`src/rtl/dta_pkg.sv`:
```
`default_nettype none

package dta_pkg;

    // Quotient bits kept by the serial divider; higher bits only set the overflow flag.
    localparam int QUO_BITS = 17;

    // 1320 * 16 scaling of the sensor ratio, and its width.
    localparam int SCALE_BITS = 15;
    localparam logic [SCALE_BITS-1:0] SCALE_NUM = 15'd21120;

    // 279 degC in 1/16 steps, the fault code (-999 degC) and the positive limit.
    localparam logic signed [17:0] TEMP_OFFSET = 18'sd4464;
    localparam logic signed [17:0] TEMP_MAX    = 18'sd32767;
    localparam logic [15:0]        TEMP_ERROR  = 16'hC190;
    localparam logic [15:0]        TEMP_SAT    = 16'h7FFF;

    // Register word index on the configuration port.
    typedef enum logic [1:0] {
        REG_FILTER_ON       = 2'd0,
        REG_WINDOW_LENGTH   = 2'd1,
        REG_REFERENCE_CAL   = 2'd2
    } reg_index_t;

    // Divider result handed back to the sequencer.
    typedef struct packed {
        logic [QUO_BITS-1:0] quo;
        logic                ovf;
        logic                rem_nz;
    } div_res_t;

endpackage

`default_nettype wire

```
`src/rtl/dta_ram.sv`:
```
`default_nettype none

module dta_ram #(
    parameter int WIDTH = 16,
    parameter int DEPTH = 32
) (
    input  wire logic                     aclk,
    input  wire logic                     we,
    input  wire logic [$clog2(DEPTH)-1:0] waddr,
    input  wire logic [WIDTH-1:0]         wdata,
    input  wire logic [$clog2(DEPTH)-1:0] raddr,
    output logic      [WIDTH-1:0]         rdata
);

    logic [WIDTH-1:0] mem [DEPTH];

    always_ff @(posedge aclk) begin
        if (we) begin
            mem[waddr] <= wdata;
        end
        rdata <= mem[raddr];
    end

endmodule

`default_nettype wire

```
`src/rtl/dta_div.sv`:
```
`default_nettype none

// Restoring divider, one quotient bit per cycle, numerator fed MSB first.
module dta_div
    import dta_pkg::*;
#(
    parameter int NUM_BITS  = 39,
    parameter int DEN_BITS  = 24,
    parameter int STEP_BITS = 6
) (
    input  wire logic                 aclk,
    input  wire logic                 aresetn,
    input  wire logic                 start,
    input  wire logic [NUM_BITS-1:0]  num,
    input  wire logic [DEN_BITS-1:0]  den,
    input  wire logic [STEP_BITS-1:0] steps,
    output logic                      busy,
    output logic                      done,
    output div_res_t                  res
);

    logic [NUM_BITS-1:0]  num_reg;
    logic [DEN_BITS-1:0]  den_reg;
    logic [DEN_BITS-1:0]  rem_reg;
    logic [QUO_BITS-1:0]  quo_reg;
    logic                 ovf_reg;
    logic [STEP_BITS-1:0] cnt_reg;
    logic                 busy_reg;
    logic                 done_reg;

    logic [DEN_BITS:0]    trial;
    logic [DEN_BITS:0]    diff;
    logic                 ge;

    always_comb begin
        trial = {rem_reg, num_reg[NUM_BITS-1]};
        diff  = trial - {1'b0, den_reg};
        ge    = (trial >= {1'b0, den_reg});
    end

    always_ff @(posedge aclk) begin
        if (!aresetn) begin
            busy_reg <= 1'b0;
            done_reg <= 1'b0;
            cnt_reg  <= '0;
        end else begin
            done_reg <= busy_reg && !start && (cnt_reg == STEP_BITS'(1));
            if (start) begin
                busy_reg <= 1'b1;
                cnt_reg  <= steps;
            end else if (busy_reg) begin
                cnt_reg <= cnt_reg - STEP_BITS'(1);
                if (cnt_reg == STEP_BITS'(1)) begin
                    busy_reg <= 1'b0;
                end
            end
        end
    end

    always_ff @(posedge aclk) begin
        if (start) begin
            num_reg <= num;
            den_reg <= den;
            rem_reg <= '0;
            quo_reg <= '0;
            ovf_reg <= 1'b0;
        end else if (busy_reg) begin
            num_reg <= {num_reg[NUM_BITS-2:0], 1'b0};
            rem_reg <= ge ? diff[DEN_BITS-1:0] : trial[DEN_BITS-1:0];
            quo_reg <= {quo_reg[QUO_BITS-2:0], ge};
            ovf_reg <= ovf_reg | quo_reg[QUO_BITS-1];
        end
    end

    assign busy       = busy_reg;
    assign done       = done_reg;
    assign res.quo    = quo_reg;
    assign res.ovf    = ovf_reg;
    assign res.rem_nz = |rem_reg;

endmodule

`default_nettype wire

```
`src/rtl/die_temperature_average.sv`:
```
`default_nettype none

// Channel  Dir  Payload                                                        Handshake
// s_       in   tdata: reference_reading, sensor_reading; tuser: fault flag    tvalid/tready
// m_       out  tdata: temperature (1/16 degC, signed); tuser: error           tvalid/tready
// APB      in   filter_on @0x0, window_length @0x4, reference_cal @0x8         pready tied high
//
// A faulted request or a zero reference goes from idle through the final state to the
// output register. A converted request runs READING_BITS shift-add steps, then
// 2*READING_BITS+15 divider steps (one quotient bit a cycle). With averaging the store
// walk reads each filled entry through the RAM read port, and the mean takes
// 16+log2(MAX_WINDOW) more divider steps.
// Reset (aresetn low, synchronous) restores the control and configuration registers and empties the store.
// s_tready is high only between requests; a finished result waits in the output
// register while the next request is taken, and the last state holds while it is full.
module die_temperature_average
    import dta_pkg::*;
#(
    parameter int MAX_WINDOW   = 32,
    parameter int READING_BITS = 12
) (
    input  wire logic                                  aclk,
    input  wire logic                                  aresetn,
    // [RB-1:0] reference_reading, [2RB-1:RB] sensor_reading, zero pad to bytes
    input  wire logic [((2*READING_BITS+7)/8)*8-1:0]   s_tdata,
    // [0] conversion_fault
    input  wire logic                                  s_tuser,
    input  wire logic                                  s_tvalid,
    output logic                                       s_tready,
    // [15:0] temperature
    output logic [15:0]                                m_tdata,
    // [0] error
    output logic                                       m_tuser,
    output logic                                       m_tvalid,
    input  wire logic                                  m_tready,
    input  wire logic                                  psel,
    input  wire logic                                  penable,
    input  wire logic                                  pwrite,
    input  wire logic [3:0]                            paddr,
    input  wire logic [31:0]                           pwdata,
    output logic [31:0]                                prdata,
    output logic                                       pready
);

    localparam int RB        = READING_BITS;
    localparam int NUM_BITS  = 2*RB + SCALE_BITS;
    localparam int DEN_BITS  = 2*RB;
    localparam int K_BITS    = RB + SCALE_BITS;
    localparam int AW        = $clog2(MAX_WINDOW);
    localparam int CW        = $clog2(MAX_WINDOW + 1);
    localparam int CMP_BITS  = (CW > 6) ? CW : 6;
    localparam int SUM_BITS  = 16 + AW;
    localparam int STEP_BITS = $clog2(NUM_BITS + 1);
    localparam int MC_BITS   = $clog2(RB + 1);

    typedef enum logic [7:0] {
        ST_IDLE    = 8'b0000_0001,
        ST_MUL     = 8'b0000_0010,
        ST_DIV1    = 8'b0000_0100,
        ST_UPDATE  = 8'b0000_1000,
        ST_WALK    = 8'b0001_0000,
        ST_SUMLAST = 8'b0010_0000,
        ST_MDIV    = 8'b0100_0000,
        ST_FIN     = 8'b1000_0000
    } state_t;

    state_t state_reg;

    // Configuration registers.
    logic          filter_on_reg;
    logic [5:0]    window_length_reg;
    logic [RB-1:0] ref_cal_reg;
    logic          cfg_write;

    // Datapath registers.
    logic [NUM_BITS-1:0] acc_mul_reg;
    logic [NUM_BITS-1:0] mcand_reg;
    logic [RB-1:0]       mplier_reg;
    logic [MC_BITS-1:0]  mul_cnt_reg;
    logic [DEN_BITS-1:0] den_reg;
    logic [15:0]         sample_reg;
    logic [15:0]         res_temp_reg;
    logic                res_err_reg;
    logic                div_start_reg;

    // Store bookkeeping.
    logic [AW-1:0]         write_slot_reg;
    logic [CW-1:0]         filled_count_reg;
    logic [MAX_WINDOW-1:0] valid_reg;
    logic [AW-1:0]         idx_reg;
    logic                  rdv_reg;
    logic                  valid_rd_reg;
    logic signed [SUM_BITS-1:0] sum_reg;

    // Output register.
    logic        m_tvalid_reg;
    logic [15:0] m_temp_reg;
    logic        m_err_reg;

    // Combinational helpers.
    logic [RB-1:0]        in_ref;
    logic [RB-1:0]        in_sen;
    logic [K_BITS-1:0]    k_val;
    logic [CMP_BITS-1:0]  wl_ext;
    logic [CW-1:0]        win;
    logic [AW-1:0]        slot;
    logic [CW:0]          slot_inc;
    logic [CW:0]          filled_inc;
    logic                 do_filter;
    logic signed [17:0]   sample_wide;
    logic [15:0]          sample16;
    logic [SUM_BITS-1:0]  abs_sum;
    logic [17:0]          qv;
    logic [17:0]          mean_wide;
    logic [15:0]          ram_rdata;
    logic                 ram_we;
    logic                 out_free;

    logic [NUM_BITS-1:0]  div_num;
    logic [DEN_BITS-1:0]  div_den;
    logic [STEP_BITS-1:0] div_steps;
    logic                 div_busy;
    logic                 div_done;
    div_res_t             div_res;

    // ---------------- configuration port ----------------
    assign pready    = 1'b1;
    assign cfg_write = psel & penable & pwrite & pready;

    always_ff @(posedge aclk) begin
        if (!aresetn) begin
            filter_on_reg     <= 1'b1;
            window_length_reg <= 6'd8;
            ref_cal_reg       <= RB'(1500);
        end else if (cfg_write) begin
            case (reg_index_t'(paddr[3:2]))
                REG_FILTER_ON:     filter_on_reg     <= pwdata[0];
                REG_WINDOW_LENGTH: window_length_reg <= pwdata[5:0];
                REG_REFERENCE_CAL: ref_cal_reg       <= pwdata[RB-1:0];
                default: ;
            endcase
        end
    end

    always_comb begin
        case (reg_index_t'(paddr[3:2]))
            REG_FILTER_ON:     prdata = {31'd0, filter_on_reg};
            REG_WINDOW_LENGTH: prdata = {26'd0, window_length_reg};
            REG_REFERENCE_CAL: prdata = 32'(ref_cal_reg);
            default:           prdata = 32'd0;
        endcase
    end

    // ---------------- combinational helpers ----------------
    assign in_ref = s_tdata[RB-1:0];
    assign in_sen = s_tdata[2*RB-1:RB];
    assign k_val  = K_BITS'(ref_cal_reg) * K_BITS'(SCALE_NUM);

    // Clamp the window into 1..MAX_WINDOW.
    always_comb begin
        wl_ext = CMP_BITS'(window_length_reg);
        if (wl_ext == '0) begin
            win = CW'(1);
        end else if (wl_ext > CMP_BITS'(MAX_WINDOW)) begin
            win = CW'(MAX_WINDOW);
        end else begin
            win = wl_ext[CW-1:0];
        end
        do_filter = filter_on_reg && (win > CW'(1));
    end

    // Slot and fill count after a store write; a stale slot past the window restarts at 0.
    always_comb begin
        slot       = (CW'(write_slot_reg) < win) ? write_slot_reg : '0;
        slot_inc   = (CW+1)'(slot) + (CW+1)'(1);
        filled_inc = (CW+1)'(filled_count_reg) + (CW+1)'(1);
    end

    // Offset and saturate the converted quotient.
    always_comb begin
        sample_wide = $signed({1'b0, div_res.quo}) - TEMP_OFFSET;
        if (div_res.ovf || (sample_wide > TEMP_MAX)) begin
            sample16 = TEMP_SAT;
        end else begin
            sample16 = sample_wide[15:0];
        end
    end

    // Floor mean: divide the magnitude, then round a negative quotient down.
    always_comb begin
        abs_sum = sum_reg[SUM_BITS-1] ? SUM_BITS'(-sum_reg) : SUM_BITS'(sum_reg);
        qv      = {1'b0, div_res.quo};
        if (sum_reg[SUM_BITS-1]) begin
            mean_wide = (~qv + 18'd1) - 18'(div_res.rem_nz);
        end else begin
            mean_wide = qv;
        end
    end

    // Share the divider between conversion and mean.
    always_comb begin
        if (state_reg == ST_MDIV) begin
            div_num   = {abs_sum, (NUM_BITS-SUM_BITS)'(0)};
            div_den   = DEN_BITS'(filled_count_reg);
            div_steps = STEP_BITS'(SUM_BITS);
        end else begin
            div_num   = acc_mul_reg;
            div_den   = den_reg;
            div_steps = STEP_BITS'(NUM_BITS);
        end
    end

    dta_div #(
        .NUM_BITS  (NUM_BITS),
        .DEN_BITS  (DEN_BITS),
        .STEP_BITS (STEP_BITS)
    ) u_div (
        .aclk    (aclk),
        .aresetn (aresetn),
        .start   (div_start_reg),
        .num     (div_num),
        .den     (div_den),
        .steps   (div_steps),
        .busy    (div_busy),
        .done    (div_done),
        .res     (div_res)
    );

    assign ram_we = (state_reg == ST_UPDATE);

    dta_ram #(
        .WIDTH (16),
        .DEPTH (MAX_WINDOW)
    ) u_store (
        .aclk  (aclk),
        .we    (ram_we),
        .waddr (slot),
        .wdata (sample_reg),
        .raddr (idx_reg),
        .rdata (ram_rdata)
    );

    assign out_free = !m_tvalid_reg || m_tready;
    assign s_tready = (state_reg == ST_IDLE);

    // ---------------- sequencer and control state ----------------
    always_ff @(posedge aclk) begin
        if (!aresetn) begin
            state_reg        <= ST_IDLE;
            mul_cnt_reg      <= '0;
            div_start_reg    <= 1'b0;
            write_slot_reg   <= '0;
            filled_count_reg <= '0;
            valid_reg        <= '0;
            idx_reg          <= '0;
            rdv_reg          <= 1'b0;
            m_tvalid_reg     <= 1'b0;
        end else begin
            // Start the divider after the last multiplier step and after the last entry.
            div_start_reg <= ((state_reg == ST_MUL) && (mul_cnt_reg == MC_BITS'(1))) ||
                             (state_reg == ST_SUMLAST);
            rdv_reg       <= (state_reg == ST_WALK);
            if ((state_reg == ST_FIN) && out_free) begin
                m_tvalid_reg <= 1'b1;
            end else if (m_tvalid_reg && m_tready) begin
                m_tvalid_reg <= 1'b0;
            end
            case (state_reg)
                ST_IDLE: begin
                    if (s_tvalid) begin
                        // Drop a faulted or zero-reference request straight to the output.
                        if (s_tuser || (in_ref == '0)) begin
                            state_reg <= ST_FIN;
                        end else begin
                            mul_cnt_reg <= MC_BITS'(RB);
                            state_reg   <= ST_MUL;
                        end
                    end
                end
                ST_MUL: begin
                    mul_cnt_reg <= mul_cnt_reg - MC_BITS'(1);
                    if (mul_cnt_reg == MC_BITS'(1)) begin
                        state_reg <= ST_DIV1;
                    end
                end
                ST_DIV1: begin
                    if (div_done) begin
                        state_reg <= do_filter ? ST_UPDATE : ST_FIN;
                    end
                end
                ST_UPDATE: begin
                    valid_reg[slot] <= 1'b1;
                    write_slot_reg  <= (slot_inc == (CW+1)'(win)) ? '0 : slot_inc[AW-1:0];
                    filled_count_reg <= (filled_inc < (CW+1)'(win)) ?
                                        filled_inc[CW-1:0] : win;
                    idx_reg   <= '0;
                    state_reg <= ST_WALK;
                end
                ST_WALK: begin
                    if (CW'(idx_reg) == filled_count_reg - CW'(1)) begin
                        state_reg <= ST_SUMLAST;
                    end else begin
                        idx_reg <= idx_reg + AW'(1);
                    end
                end
                ST_SUMLAST: begin
                    state_reg <= ST_MDIV;
                end
                ST_MDIV: begin
                    if (div_done) begin
                        state_reg <= ST_FIN;
                    end
                end
                ST_FIN: begin
                    // Hold the result until the output register is free.
                    if (out_free) begin
                        state_reg <= ST_IDLE;
                    end
                end
                default: state_reg <= ST_IDLE;
            endcase
        end
    end

    // ---------------- payload registers ----------------
    always_ff @(posedge aclk) begin
        valid_rd_reg <= valid_reg[idx_reg];
        case (state_reg)
            ST_IDLE: begin
                res_temp_reg <= TEMP_ERROR;
                res_err_reg  <= 1'b1;
                acc_mul_reg  <= '0;
                mcand_reg    <= NUM_BITS'(k_val);
                mplier_reg   <= in_sen;
                den_reg      <= {in_ref, RB'(0)} - DEN_BITS'(in_ref);
            end
            ST_MUL: begin
                // Advance one multiplier bit: add the shifted multiplicand when set.
                if (mplier_reg[0]) begin
                    acc_mul_reg <= acc_mul_reg + mcand_reg;
                end
                mcand_reg  <= {mcand_reg[NUM_BITS-2:0], 1'b0};
                mplier_reg <= {1'b0, mplier_reg[RB-1:1]};
            end
            ST_DIV1: begin
                if (div_done) begin
                    sample_reg   <= sample16;
                    res_temp_reg <= sample16;
                    res_err_reg  <= 1'b0;
                end
            end
            ST_UPDATE: begin
                sum_reg <= '0;
            end
            ST_MDIV: begin
                if (div_done) begin
                    res_temp_reg <= mean_wide[15:0];
                end
            end
            ST_FIN: begin
                if (out_free) begin
                    m_temp_reg <= res_temp_reg;
                    m_err_reg  <= res_err_reg;
                end
            end
            default: ;
        endcase
        // Accumulate store entries in the cycle after their read address; empty slots are skipped.
        if (rdv_reg && valid_rd_reg) begin
            sum_reg <= sum_reg + SUM_BITS'($signed(ram_rdata));
        end
    end

    assign m_tvalid = m_tvalid_reg;
    assign m_tdata  = m_temp_reg;
    assign m_tuser  = m_err_reg;

    // ---------------- assertions ----------------
    a_idle_div: assert property (@(posedge aclk) disable iff (!aresetn)
        s_tready |-> !div_busy)
        else $error("divider busy while taking a new request");

    a_fill_bound: assert property (@(posedge aclk) disable iff (!aresetn)
        filled_count_reg <= CW'(MAX_WINDOW))
        else $error("fill count beyond store depth");

    a_out_from_fin: assert property (@(posedge aclk) disable iff (!aresetn)
        $rose(m_tvalid) |-> $past(state_reg == ST_FIN))
        else $error("result raised outside the final state");

    a_accept_leaves: assert property (@(posedge aclk) disable iff (!aresetn)
        (s_tvalid && s_tready) |=> !s_tready)
        else $error("sequencer stayed idle after a request");

endmodule

`default_nettype wire

```
`config.mk`:
```
export PLATFORM = sky130hd
export DESIGN_NAME = die_temperature_average
export DESIGN_NICKNAME = d
export VERILOG_FILES = /design/src/rtl/dta_pkg.sv /design/src/rtl/dta_ram.sv /design/src/rtl/dta_div.sv /design/src/rtl/die_temperature_average.sv
export SDC_FILE = /design/constraint.sdc
export NUM_CORES = 1
export LEC_CHECK = 0
export BUFFER_PORTS_ARGS = -buffer_cell sky130_fd_sc_hd__buf_2
export CAP_MARGIN = 20
export CORE_MARGIN = 2
export CORE_UTILIZATION = 40
export DETAILED_ROUTE_END_ITERATION = 6
export HOLD_SLACK_MARGIN = 0.05
export PLACE_DENSITY = 0.65
export SYNTH_ARGS = -nofsm -noshare
export SYNTH_HDL_FRONTEND = slang
export SYNTH_SLANG_ARGS = --single-unit
```
`constraint.sdc`:
```
create_clock -name aclk -period 4.1 [get_ports aclk]
set_input_delay 1.025 -clock aclk [delete_from_list [all_inputs] [get_ports aclk]]
set_output_delay 1.025 -clock aclk [all_outputs]
set_load 0.02 [all_outputs]
```
==> parameters.txt <==
Parameter                              Value

Logic synthesis
  Portion of the post-synthesis area used by sequential elements ... 60.2%
  Most frequent cells after synthesis ... edfxtp_1 (739), nor2_1 (294), nand2_1 (216)
  Syn_area_per_cell ... 13.6 sq um
  Most used flip-flop cell after synthesis ... edfxtp_1
  FF+latch count, synth ... 888
  Cell with the most instances after synthesis ... edfxtp_1
  Combined area of all synthesized cells ... 0.0418 sq mm
  Async set or reset register ratio after synthesis ... 0%
  Share of the synthesized area in the top cell type ... 53.1%
  Count of yosys warnings during synthesis ... 0
  Largest area contributor in the synthesized netlist ... edfxtp_1
  Distinct cells, synth ... 82
  Post-synth EDFFs ... 739
  Leading cell types by total area after synthesis ... edfxtp_1 (53%), mux4_2 (9.2%), dfxtp_1 (7.1%)
  Post-synthesis instance total ... 3066

STA
  Fmax ... 0.253 GHz
  Tcrit/Tclk final ... 96.5%
  Actual transition at the worst max-transition pin ... 1.13 ns
  Number of hold violations in the final report ... 0
  Relative max-transition margin ... 24.7%
  Skew final ... 0.0491 ns
  Count of final setup violators ... 0
  Count of pins over their slew limit ... 0
  Unrepaired setup endpoints after global routing ... no
  Fin worst setup slack ... 0.143 ns
  Final min period ... 3.96 ns

Routing
  Iteration count of the initial detailed-routing pass ... 5
  Via density ... 5.37
  Post-DR wirelength/cell ... 20.3 microns
  Starting DRC count in detailed routing ... 2012
  Remaining antenna violation count ... 0
  Detailed-route DRC error count ... 0
  Routed WL ... 94400 microns
  Count of vias placed by the detailed router ... 25000

Setup path
  Kind of cell with the highest combined delay on the critical path ... adder cells
  Critical Path Start Type ... register
  Crit Reg-Reg Startpoint ... ref_cal_reg[3]$_SDFFE_PN1P_
  Endpoint required time on the critical path ... 4.51 ns
  Cell with the largest stage delay on the worst path ... fa_1
  Setup Crit Path Kind ... register to register
  Worst endpoint data arrival time ... 4.37 ns
  Reg-to-Reg End ... mcand_reg[21]$_DFFE_PP_
  R2R depth ... 13
  Largest fanout on the critical path ... 4
  Worst-path cell chain ... buf_4, ha_1, fa_1, fa_1, ha_1, ha_4, or2_2, a21oi_1, a21oi_1, buf_4, a21o_1, a211o_1, a31o_2
  Longest individual stage delay on the worst path ... 0.53 ns
  Count of buffer and inverter cells on the critical path ... 2
  Worst-case register-to-register setup slack ... 0.14 ns
  Crit path capture type ... register

Die
  Number of standard-cell rows in the floorplan ... 118
  Total die area ... 0.107 sq mm
  Height of the chip ... 327 microns
  Initial Util ... 40.3%
  Core area ... 0.104 sq mm
  Top-level port count ... 120
  Die width ... 327 microns

Placement
  Port bufs ... 76
  Detail Placement HPWL ... 60500 microns
  Routability congestion estimate ... 0.839
  Cell total after placement ... 4490
  Post-Place Worst Slack ... -0.0331 ns

Final layout
  Diodes inserted ... 0
  Reg with most FFs ... u_store.mem
  Combined area of the multi-input logic cells ... 0.0157 sq mm
  Layout cells sized above 1 ... 18.6%
  Total area of sequential cells ... 0.0252 sq mm
  Flip-flop count of the largest register, all copies and words added ... 512
  Filler-free cell count of the finished design ... 4662
  Fin nets ... 3473
  Post-synthesis to final-layout area growth ... 14.1%
  Fillcell total ... 9133

GRT
  Maximum number of pins on one net before global-route repair ... 77
  Vias in the first global route ... 24100
  Total global routing track utilization ... 17.4%
  Leftover overflow at the end of global routing ... 0
  Wire length of the first global-routing pass ... 144000 microns
  Initial antenna violation count ... 7

Hold path
  Number of cells on the worst hold path ... 0
  Class of the tightest hold or removal check ... register to register
  Hold wc startpoint ... res_temp_reg[11]$_SDFFCE_PN0P_
  Endpoint of the worst hold path ... m_tdata[11]$_DFFE_PP_

Clocking
  H-tree lvl count ... 3
  Clock latency of the later-clocked register in the worst-skew pair ... 0.67 ns
  TritonCTS clock tree ... built
  Clk pin slew, worst setup/hold paths ... 0.07 ns
  Number of CTS-inserted buffers ... 89
  CTS Hold Buffers Added ... 0
  Number of buffers between clock root and the deepest sink ... 3
  TritonCTS sink count ... 888
  Clock root cell ... clkbuf_16

Power and ir drop
  Total Power Consumption ... 24.4 mW
  Power Density ... 511 mW/mm^2
  Peak supply drop ... 386 uV
  Leakage ... 15.4 nW

Outcome
  Run status ... finished, final reports clean

Run
  Number of max-cap violations ... 0
==> layout by cell type, fill, tap and decap left out, drive strengths merged, types with 9 or more instances in the layout <==
master,Yosys,routed
o21bai,13,13
xnor2,67,67
nor2b,20,20
fa,17,17
or3,15,15
xor2,68,68
nand2b,25,25
ha,181,181
conb,2,21
dfxtp,149,149
clkbuf,102,105
mux2,34,34
nand3b,12,12
a22o,9,9
inv,142,145
o21a,23,23
nand2,216,216
a21o,35,35
or2,9,9
buf,46,179
nand3,39,39
nor2,295,295
or4,9,9
edfxtp,739,739
bufinv,0,14
o21ai,121,121
mux2i,48,48
nor3,41,41
mux4,170,170
a31oi,13,13
clkinv,1,40
a21oi,131,131
a211oi,37,37
and2,53,53
nand4,20,20
o211ai,23,23
nor4,21,21
and3,18,18
o31ai,10,10
==> worst max-delay path by stage <==
stage	start	to	slack (ns)	cells after the start
2_1_floorplan	window_length_reg[5]$_SDFFE_PN0P_	u_store.mem[12][0]$_DFFE_PP_	0.05	11
3_5_place_dp	ref_cal_reg[2]$_SDFFE_PN1P_	mcand_reg[26]$_DFFE_PP_	-0.03	17
6_report	ref_cal_reg[3]$_SDFFE_PN1P_	mcand_reg[21]$_DFFE_PP_	0.14	13
5_1_grt	ref_cal_reg[4]$_SDFFE_PN1P_	mcand_reg[26]$_DFFE_PP_	0.0007	13
4_1_cts	ref_cal_reg[2]$_SDFFE_PN1P_	mcand_reg[26]$_DFFE_PP_	0.01	17
3_3_place_gp	ref_cal_reg[2]$_SDFFE_PN1P_	mcand_reg[26]$_DFFE_PP_	-0.04	17
==> cell families (layout without fill, tap and decap cells) <==
family | after synthesis | count (layout) | synth area share [%]
compound gates | 478 | 478 | 7.36
flops | 888 | 888 | 60.2
other cells | 2 | 21 | 0.0180
mux | 252 | 252 | 11.2
simple gates | 821 | 821 | 9.27
buf+inv | 291 | 488 | 2.83
fa+ha+maj | 199 | 199 | 6.26
xor+xnor | 135 | 135 | 2.83
==> area by class of cell <==
| class | count | share of cell area (%) |
|---|---|---|
| clock inverter | 61 | 1.68 |
| timing repair buffer | 179 | 2.83 |
| clock buffer | 105 | 4.94 |
| tap | 1380 | 3.62 |
| multi-input combinational | 1906 | 33.0 |
| inverter | 143 | 1.13 |
| sequential | 888 | 52.8 |
==> timing repair <==
action	in CTS	in global routing
gates resized for setup	3	13
buffers inserted	0	0
pin swaps	2	10
setup endpoints to repair	2	10
==> power by group <==
group	leakage, nW	total (mW)	switching (mW)	internal [mW]
logic	7.12	4.61	2.75	1.86
registers	6.77	11.1	0.469	10.7
clock network	1.53	8.64	3.58	5.06
==> metal layers <==
layer | up-vias | GRT usage, % | wire [microns]
li1 | 11800 | - | -
met1 | 12500 | 24.4 | 42100
met2 | 585 | 28.3 | 45300
met3 | 125 | 2.80 | 4980
met4 | 2 | 4.57 | 2030
met5 | - | 0 | 9
==> through the flow <==
| stage | TNS (ns) | util, % | instance area, sq um | hold slack, ns |
|---|---|---|---|---|
| after floorplan | 0 | - | 41900 | 0.400 |
| after global placement | -0.0394 | 42.7 | 44300 | 0.404 |
| after detailed placement | -0.0331 | 42.7 | 44300 | 0.405 |
| after CTS | 0 | 45.8 | 47500 | 0.421 |
| after global routing | 0 | 46.0 | 47700 | 0.434 |
| final | 0 | 46.0 | 47700 | 0.420 |
Note: power is estimated with default switching activity, not from simulation.
